===== config.mk =====
export PLATFORM = sky130hd
export DESIGN_NAME = quadratic_bezier_point_generator
export DESIGN_NICKNAME = d
export VERILOG_FILES = /design/src/hdl/bez_pkg.sv /design/src/hdl/bez_mac.sv /design/src/hdl/bez_div.sv /design/src/hdl/quadratic_bezier_point_generator.sv
export SDC_FILE = /design/constraint.sdc
export NUM_CORES = 2
export LEC_CHECK = 0
export ABC_CLOCK_PERIOD_IN_PS = 10600
export BUFFER_PORTS_ARGS = -buffer_cell sky130_fd_sc_hd__buf_2
export CAP_MARGIN = 20
export CELL_PAD_IN_SITES_DETAIL_PLACEMENT = 1
export CELL_PAD_IN_SITES_GLOBAL_PLACEMENT = 1
export CORE_MARGIN = 2
export CORE_UTILIZATION = 50
export DETAILED_ROUTE_END_ITERATION = 6
export PLACE_DENSITY = 0.83
export SYNTH_ARGS = -nofsm -noshare
export SYNTH_HDL_FRONTEND = slang
export SYNTH_SLANG_ARGS = --single-unit

===== constraint.sdc =====
create_clock -name clk_i -period 10.6 [get_ports clk_i]
set_input_delay 0 -clock clk_i [delete_from_list [all_inputs] [get_ports clk_i]]
set_output_delay 0 -clock clk_i [all_outputs]
set_load 0.02 [all_outputs]

===== src/hdl/bez_pkg.sv =====
package bez_pkg;

  // field and datapath widths
  localparam int unsigned COORD_W   = 24;
  localparam int unsigned SEG_W     = 6;
  localparam int unsigned WGT_W     = 12;
  localparam int unsigned ACC_W     = 37;
  localparam int unsigned MAG_W     = 36;
  localparam int unsigned DEN_W     = 12;
  localparam int unsigned DIV_STEPS = COORD_W;
  localparam int unsigned CNT_W     = $clog2(DIV_STEPS);

  // blend term selects
  localparam logic [1:0] TERM_START = 2'd0;
  localparam logic [1:0] TERM_CTRL  = 2'd1;
  localparam logic [1:0] TERM_END   = 2'd2;

  // sequencer states
  typedef enum logic [2:0] {
    ST_IDLE,
    ST_WGT,
    ST_MAC,
    ST_DIVGO,
    ST_DIV,
    ST_EMIT
  } state_e;

  // control from the sequencer to the multiply-accumulate unit
  typedef struct packed {
    logic en;
    logic clr;
  } mac_ctl_t;

endpackage


===== src/hdl/bez_mac.sv =====
module bez_mac (
  input  logic                                   clk_i,
  input  bez_pkg::mac_ctl_t                      ctl_i,
  input  logic signed [bez_pkg::COORD_W-1:0]     coord_i,
  input  logic        [bez_pkg::WGT_W-1:0]       weight_i,
  output logic signed [bez_pkg::ACC_W-1:0]       acc_o
);

  logic signed [bez_pkg::ACC_W-1:0] acc_q, acc_d;
  logic signed [bez_pkg::ACC_W-1:0] prod;

  // weight is unsigned, so extend it with a zero sign bit
  assign prod = coord_i * $signed({1'b0, weight_i});

  // clear on the first term of a sum, accumulate otherwise
  always_comb begin
    acc_d = acc_q;
    if (ctl_i.en) begin
      acc_d = (ctl_i.clr ? '0 : acc_q) + prod;
    end
  end

  always_ff @(posedge clk_i) begin
    acc_q <= acc_d;
  end

  assign acc_o = acc_q;

endmodule


===== src/hdl/bez_div.sv =====
module bez_div (
  input  logic                                clk_i,
  input  logic                                rst_ni,
  input  logic                                start_i,
  input  logic signed [bez_pkg::ACC_W-1:0]    num_i,
  input  logic        [bez_pkg::DEN_W-1:0]    den_i,
  output logic                                busy_o,
  output logic                                done_o,
  output logic signed [bez_pkg::COORD_W-1:0]  quo_o
);

  logic                               neg;
  logic        [bez_pkg::ACC_W-1:0]   mag_full;
  logic        [bez_pkg::MAG_W-1:0]   dividend;
  logic                               ge;

  logic                               busy_q, busy_d;
  logic                               done_q, done_d;
  logic        [bez_pkg::CNT_W-1:0]   cnt_q, cnt_d;
  logic        [bez_pkg::MAG_W-1:0]   rem_q, rem_d;
  logic        [bez_pkg::MAG_W-1:0]   dsh_q, dsh_d;
  logic        [bez_pkg::COORD_W-1:0] quo_q, quo_d;
  logic                               neg_q, neg_d;

  // magnitude plus half the divisor, ties round away from zero
  assign neg      = num_i[bez_pkg::ACC_W-1];
  assign mag_full = neg ? 37'(-num_i) : 37'(num_i);
  assign dividend = mag_full[bez_pkg::MAG_W-1:0]
                  + bez_pkg::MAG_W'(den_i >> 1);

  assign ge = (rem_q >= dsh_q);

  // one quotient bit per cycle, msb first
  always_comb begin
    busy_d = busy_q;
    done_d = 1'b0;
    cnt_d  = cnt_q;
    rem_d  = rem_q;
    dsh_d  = dsh_q;
    quo_d  = quo_q;
    neg_d  = neg_q;
    if (start_i) begin
      busy_d = 1'b1;
      cnt_d  = bez_pkg::CNT_W'(bez_pkg::DIV_STEPS - 1);
      rem_d  = dividend;
      dsh_d  = bez_pkg::MAG_W'(den_i) << (bez_pkg::DIV_STEPS - 1);
      quo_d  = '0;
      neg_d  = neg;
    end else if (busy_q) begin
      rem_d = ge ? (rem_q - dsh_q) : rem_q;
      dsh_d = dsh_q >> 1;
      quo_d = {quo_q[bez_pkg::COORD_W-2:0], ge};
      if (cnt_q == '0) begin
        busy_d = 1'b0;
        done_d = 1'b1;
      end else begin
        cnt_d = cnt_q - 1'b1;
      end
    end
  end

  always_ff @(posedge clk_i or negedge rst_ni) begin
    if (!rst_ni) begin
      busy_q <= 1'b0;
      done_q <= 1'b0;
    end else begin
      busy_q <= busy_d;
      done_q <= done_d;
    end
  end

  always_ff @(posedge clk_i) begin
    cnt_q <= cnt_d;
    rem_q <= rem_d;
    dsh_q <= dsh_d;
    quo_q <= quo_d;
    neg_q <= neg_d;
  end

  assign busy_o = busy_q;
  assign done_o = done_q;
  assign quo_o  = neg_q ? $signed(-quo_q) : $signed(quo_q);

endmodule


===== src/hdl/quadratic_bezier_point_generator.sv =====
// channel   signals                                          direction
// request   in_valid_i in_ready_o start/ctrl/end x,y seg_count  in
// point     out_valid_o out_ready_i point_x/y final_point       out
//
// each point takes one weight step, then per coordinate three multiply-accumulate
// steps, one divider launch and a wait on the shared divider for its 24 restoring
// steps, then one emit step, which waits while the output is stalled; a request
// gives seg_count+1 points, with seg_count capped at MAX_SEGMENTS.
// zero segments goes straight from the request to the emit step for the start point.
// reset clears the sequencer and the output valid; no clearing pass.
// a stalled point waits in the output register while the next one is built.
module quadratic_bezier_point_generator #(
  parameter int unsigned MAX_SEGMENTS = 63
) (
  input  logic                                clk_i,
  input  logic                                rst_ni,
  input  logic                                in_valid_i,
  output logic                                in_ready_o,
  input  logic signed [bez_pkg::COORD_W-1:0]  start_x_i,
  input  logic signed [bez_pkg::COORD_W-1:0]  start_y_i,
  input  logic signed [bez_pkg::COORD_W-1:0]  ctrl_x_i,
  input  logic signed [bez_pkg::COORD_W-1:0]  ctrl_y_i,
  input  logic signed [bez_pkg::COORD_W-1:0]  end_x_i,
  input  logic signed [bez_pkg::COORD_W-1:0]  end_y_i,
  input  logic        [bez_pkg::SEG_W-1:0]    seg_count_i,
  output logic                                out_valid_o,
  input  logic                                out_ready_i,
  output logic signed [bez_pkg::COORD_W-1:0]  point_x_o,
  output logic signed [bez_pkg::COORD_W-1:0]  point_y_o,
  output logic                                final_point_o
);

  localparam logic [bez_pkg::SEG_W-1:0] MaxSeg = bez_pkg::SEG_W'(MAX_SEGMENTS);

  bez_pkg::state_e state_q, state_d;

  logic                               in_acc;
  logic                               out_free;
  logic        [bez_pkg::SEG_W-1:0]   seg_sat;

  logic signed [bez_pkg::COORD_W-1:0] x0_q, y0_q, x1_q, y1_q, x2_q, y2_q;
  logic        [bez_pkg::SEG_W-1:0]   s_q;
  logic        [bez_pkg::SEG_W-1:0]   i_q, i_d;
  logic        [bez_pkg::DEN_W-1:0]   den_q;
  logic        [1:0]                  term_q, term_d;
  logic                               ysel_q, ysel_d;
  logic        [bez_pkg::WGT_W-1:0]   w0_q, w1_q, w2_q;
  logic signed [bez_pkg::COORD_W-1:0] xres_q, yres_q;

  logic                               out_valid_q;
  logic signed [bez_pkg::COORD_W-1:0] point_x_q, point_y_q;
  logic                               final_q;

  // sequencer outputs
  bez_pkg::mac_ctl_t                  mac_ctl;
  logic                               div_start;
  logic                               wgt_load;
  logic                               emit_load;
  logic                               is_last;

  logic        [bez_pkg::SEG_W-1:0]   r_val;
  logic signed [bez_pkg::COORD_W-1:0] mac_coord;
  logic        [bez_pkg::WGT_W-1:0]   mac_weight;
  logic signed [bez_pkg::ACC_W-1:0]   acc;
  logic                               div_busy;
  logic                               div_done;
  logic signed [bez_pkg::COORD_W-1:0] quo;

  assign in_acc   = in_valid_i && in_ready_o;
  assign out_free = !out_valid_q || out_ready_i;
  assign seg_sat  = (seg_count_i > MaxSeg) ? MaxSeg : seg_count_i;
  assign is_last  = (i_q == s_q);
  assign r_val    = s_q - i_q;

  // next state
  always_comb begin
    state_d = state_q;
    case (state_q)
      bez_pkg::ST_IDLE: begin
        if (in_valid_i) begin
          state_d = (seg_sat == '0) ? bez_pkg::ST_EMIT : bez_pkg::ST_WGT;
        end
      end
      bez_pkg::ST_WGT:   state_d = bez_pkg::ST_MAC;
      bez_pkg::ST_MAC: begin
        if (term_q == bez_pkg::TERM_END) begin
          state_d = bez_pkg::ST_DIVGO;
        end
      end
      bez_pkg::ST_DIVGO: state_d = bez_pkg::ST_DIV;
      bez_pkg::ST_DIV: begin
        if (div_done) begin
          state_d = ysel_q ? bez_pkg::ST_EMIT : bez_pkg::ST_MAC;
        end
      end
      bez_pkg::ST_EMIT: begin
        if (out_free) begin
          state_d = is_last ? bez_pkg::ST_IDLE : bez_pkg::ST_WGT;
        end
      end
      default: state_d = bez_pkg::ST_IDLE;
    endcase
  end

  // sequencer outputs
  always_comb begin
    in_ready_o  = 1'b0;
    mac_ctl.en  = 1'b0;
    mac_ctl.clr = 1'b0;
    div_start   = 1'b0;
    wgt_load    = 1'b0;
    emit_load   = 1'b0;
    case (state_q)
      bez_pkg::ST_IDLE:  in_ready_o = 1'b1;
      bez_pkg::ST_WGT:   wgt_load   = 1'b1;
      bez_pkg::ST_MAC: begin
        mac_ctl.en  = 1'b1;
        mac_ctl.clr = (term_q == bez_pkg::TERM_START);
      end
      bez_pkg::ST_DIVGO: div_start  = 1'b1;
      bez_pkg::ST_DIV:   ;
      bez_pkg::ST_EMIT:  emit_load  = out_free;
      default:           ;
    endcase
  end

  // term, coordinate and point counters
  always_comb begin
    term_d = term_q;
    ysel_d = ysel_q;
    i_d    = i_q;
    if (in_acc) begin
      i_d = '0;
    end
    if (wgt_load) begin
      term_d = bez_pkg::TERM_START;
      ysel_d = 1'b0;
    end
    if (mac_ctl.en) begin
      term_d = (term_q == bez_pkg::TERM_END) ? bez_pkg::TERM_START : term_q + 2'd1;
    end
    if (div_done) begin
      ysel_d = 1'b1;
    end
    if (emit_load && !is_last) begin
      i_d = i_q + 1'b1;
    end
  end

  // operand select for the shared multiply-accumulate unit
  always_comb begin
    case (term_q)
      bez_pkg::TERM_START: begin
        mac_coord  = ysel_q ? y0_q : x0_q;
        mac_weight = w0_q;
      end
      bez_pkg::TERM_CTRL: begin
        mac_coord  = ysel_q ? y1_q : x1_q;
        mac_weight = w1_q;
      end
      bez_pkg::TERM_END: begin
        mac_coord  = ysel_q ? y2_q : x2_q;
        mac_weight = w2_q;
      end
      default: begin
        mac_coord  = '0;
        mac_weight = '0;
      end
    endcase
  end

  always_ff @(posedge clk_i or negedge rst_ni) begin
    if (!rst_ni) begin
      state_q     <= bez_pkg::ST_IDLE;
      out_valid_q <= 1'b0;
      term_q      <= bez_pkg::TERM_START;
      ysel_q      <= 1'b0;
      i_q         <= '0;
    end else begin
      state_q <= state_d;
      term_q  <= term_d;
      ysel_q  <= ysel_d;
      i_q     <= i_d;
      if (emit_load) begin
        out_valid_q <= 1'b1;
      end else if (out_ready_i) begin
        out_valid_q <= 1'b0;
      end
    end
  end

  // request, weight, result and output payload
  always_ff @(posedge clk_i) begin
    if (in_acc) begin
      x0_q   <= start_x_i;
      y0_q   <= start_y_i;
      x1_q   <= ctrl_x_i;
      y1_q   <= ctrl_y_i;
      x2_q   <= end_x_i;
      y2_q   <= end_y_i;
      s_q    <= seg_sat;
      den_q  <= bez_pkg::DEN_W'(seg_sat) * bez_pkg::DEN_W'(seg_sat);
      xres_q <= start_x_i;
      yres_q <= start_y_i;
    end
    if (wgt_load) begin
      w0_q <= bez_pkg::WGT_W'(r_val) * bez_pkg::WGT_W'(r_val);
      w1_q <= bez_pkg::WGT_W'({r_val, 1'b0}) * bez_pkg::WGT_W'(i_q);
      w2_q <= bez_pkg::WGT_W'(i_q) * bez_pkg::WGT_W'(i_q);
    end
    if (div_done) begin
      if (ysel_q) begin
        yres_q <= quo;
      end else begin
        xres_q <= quo;
      end
    end
    if (emit_load) begin
      point_x_q <= xres_q;
      point_y_q <= yres_q;
      final_q   <= is_last;
    end
  end

  bez_mac u_mac (
    .clk_i    (clk_i),
    .ctl_i    (mac_ctl),
    .coord_i  (mac_coord),
    .weight_i (mac_weight),
    .acc_o    (acc)
  );

  bez_div u_div (
    .clk_i   (clk_i),
    .rst_ni  (rst_ni),
    .start_i (div_start),
    .num_i   (acc),
    .den_i   (den_q),
    .busy_o  (div_busy),
    .done_o  (div_done),
    .quo_o   (quo)
  );

  assign out_valid_o   = out_valid_q;
  assign point_x_o     = point_x_q;
  assign point_y_o     = point_y_q;
  assign final_point_o = final_q;

  // the block is busy right after taking a request
  a_busy_after_req: assert property (@(posedge clk_i) disable iff (!rst_ni)
    in_acc |=> !in_ready_o)
    else $error("request taken while previous request still in progress");

  // the divider only runs while the sequencer waits on it
  a_div_in_div_state: assert property (@(posedge clk_i) disable iff (!rst_ni)
    div_busy |-> (state_q == bez_pkg::ST_DIV))
    else $error("divider busy outside its wait state");

  // the point index never passes the segment count
  a_index_bound: assert property (@(posedge clk_i) disable iff (!rst_ni)
    (state_q != bez_pkg::ST_IDLE) |-> (i_q <= s_q))
    else $error("point index past segment count");

  // a point is loaded only into a free output register
  a_no_overwrite: assert property (@(posedge clk_i) disable iff (!rst_ni)
    (out_valid_q && !out_ready_i) |-> !emit_load)
    else $error("output overwritten while stalled");

endmodule

==> flow_summary_export.csv <==
group,metric,value,unit
status,run_status,"finished, final reports clean",
timing,fin_crit,9.24,ns
detailed_routing,via_per_inst,6.01,
timing,slew_viol_final,0,
finish,final_common_cell,"inv_1",
clock_tree,cts_setup_buffers,0,
synth,avgSynthCellArea,10.0,um2
clock_tree,cts_root_buffer,"clkbuf_16",
finish,finalInstanceArea,39800,um2
setup_path,cp.required,10.96,ns
die,dieArea,71600,um2
synth,synth_seq_cells,443,
clock_tree,cts_buffers,50,
setup_path,path_max_fanout,63,
die,ioPinCount,205,
timing,relSlewSlack,19.2,%
clock_tree,path_clk_slew,0.07,ns
clock_tree,clk_latency,0.64,ns
placement,hpwl,78300,um
global_routing,grt-ovfl-total,0,
placement,port_buffers,204,
clock_tree,h-tree-depth,2,
synth,ys_seq_area_share,35.2,%
clock_tree,cts-resized-gates,0,
setup_path,crit_family,"compound AO/OA/AOI/OAI gates",
synth,yosys_warnings,0,
timing,worst_slew_pin_slew,1.21,ns
global_routing,antenna_found_initial,10,
placement,place_area,36700,um2
finish,synthToLayoutAreaGrowth,14.7,%
finish,utilization,58.0,%
synth,synth_edf_count,328,
timing,setup-tns-final,0,ns
timing,rsz0062_at_grt,"no",
clock_tree,cts_tree,"built",
detailed_routing,routed_wirelength,125000,um
detailed_routing,drcViolationCount,0,
timing,finalCritPeriodShare,87.2,%
setup_path,crit_start,"term_q[1]$_DFFE_PN0P_",
detailed_routing,drtPass1Iterations,6,
detailed_routing,dr.first_iter.drc_count,2443,
synth,ys_top_cells_by_area,"edfxtp_1 (28%), fa_1 (19%), ha_1 (7.2%), dfxtp_1 (5.8%), inv_1 (5.1%)",
clock_tree,clock-sinks,443,
synth,syn_area,34700,um2
global_routing,grt_pass1_vias,31200,
detailed_routing,routedWlPerCell,26.5,um
synth,synth_top_area_cell,"edfxtp_1",
timing,finalHoldViolCount,0,
timing,fin_worst_skew,0.0597,ns
clock_tree,clockBufferDepth,3,
synth,synthCells,3472,
setup_path,crit_top_cell,"fa_1",
detailed_routing,drtAntennaViolNets,0,
setup_path,path_buf_inv,5,
timing,max_freq,0.108,GHz
global_routing,grt_max_degree,179,
die,floorplan.initialDensity,50.5,%
min_path,holdCritStartpoint,"end_x_i[8]",
die,die_w,268,um
min_path,hold_class,"in2reg",
setup_path,critPathLaunchType,"flop",
synth,synth_ff_type,"edfxtp_1",
setup_path,cp-end-kind,"flop",
die,core,68700,um2
setup_path,crit_arrival,9.60,ns
finish,nets,4453,
synth,synth_nets,4159,
flow_run,cap_violations,0,
finish,drive_above_1_share,9.35,%
finish,final_cell_mix,"inv_1 (473), nand2_1 (363), fa_1 (332), nor2_1 (331), edfxtp_1 (328)",
setup_path,r2r-start,"term_q[1]$_DFFE_PN0P_",
setup_path,slowest_delay,0.94,ns
global_routing,grt_pass1_wl,190000,um
die,fp-row-count,96,
timing,report.final.setup_viol,0,
synth,synth_top_area_share,28.4,%
placement,gp_congestion,0.873,
synth,synthArstFlopShare,3.39,%
die,die_h,268,um
setup_path,worstSetupPathType,"reg2reg",
global_routing,grt_usage,35.2,%
setup_path,slowest_stage,"dfrtp_4",
detailed_routing,num_vias,28500,
clock_tree,holdBufCountCts,154,
synth,yosysUniqueCellTypes,71,
[Yosys cell counts (24+ instances only)]
library cell    n
o21a_1         34
nor2_1        331
inv_1         474
dfxtp_1       100
nand2b_1       35
mux2i_1       154
o31ai_1        26
nand2_1       365
xor2_1         50
o211ai_1       29
o21ai_0       145
clkbuf_1      128
ha_1          201
edfxtp_1      328
xnor2_1       133
or3_1          24
and2_1         54
nor3_1         26
a21oi_1       151
nand3_1        34
nor2b_1        24
a21o_1         52
o21bai_1       24
fa_1          332
[kinds of logic (layout without fill, tap and decap cells)]
kind of cell / count (synthesis) / count (layout) / share of synthesized area [%]
other cells: 0 / 4 / 0
flops: 443 / 443 / 35.2
mux: 158 / 158 / 4.57
buf+inv: 625 / 961 / 6.76
simple gates: 981 / 981 / 12.7
compound gates: 549 / 549 / 9.79
fa+ha+maj: 533 / 533 / 26.4
xor+xnor: 183 / 183 / 4.62
[metal layers]
metal | global-route usage, % | vias up | part of all wire, %
li1 | - | 12100 | -
met1 | 40.3 | 14300 | 36
met2 | 60.1 | 1594 | 49
met3 | 7.18 | 565 | 7.6
met4 | 22.3 | 10 | 7.3
met5 | 0 | - | 0.057
[registers in the layout (all words and copies together) (netlist names), 2 cells and up]
register     cells
w2_q            11
term_q           2
y2_q            24
w1_q            11
state_q          3
u_div.cnt_q      5
yres_q          24
point_y_o       24
u_div.dsh_q     35
i_q              6
point_x_o       24
u_mac.acc_o     37
x2_q            24
xres_q          24
u_div.rem_q     36
y0_q            24
y1_q            24
x1_q            24
den_q           10
s_q              6
u_div.quo_q     24
x0_q            24
w0_q            11
[final timing paths]
kind                                             endpoint  slack, ns  depth (start not counted)
worst max-delay path            u_mac.acc_o[36]$_DFFE_PP_       1.36                         27
worst max register to register  u_mac.acc_o[36]$_DFFE_PP_       1.36                         27
worst min-delay path                    x2_q[8]$_DFFE_PP_       0.08                          2
max in group asynchronous          u_div.busy_o$_DFF_PN0_       9.50                          3
min in group asynchronous              i_q[4]$_DFFE_PN0P_       0.53                          3
worst min register to register     point_x_o[0]$_DFFE_PP_       0.44                          0
[metrics by stage]
step	setup slack, ns	cells	hold WS [ns]
CTS	1.69	4739	0.0678
finish	1.36	4743	0.0826
floorplan	2.82	3472	-0.296
detailed placement	1.67	4491	-0.0648
global route	1.09	4741	0.0836
global placement	1.89	4491	-0.0655
[final cells by class]
type / count / area, um2
antenna: 4 / 10.0
clock buffer: 70 / 1380
clock inverter: 24 / 233
fill: 7514 / 28900
inverter: 474 / 1780
multi-input combinational: 2404 / 20200
sequential: 443 / 12200
tap: 931 / 1160
timing repair buffer: 393 / 2840
Power is not shown: default switching activity piles up to over one toggle a cycle in this logic, so the estimate is an artifact.
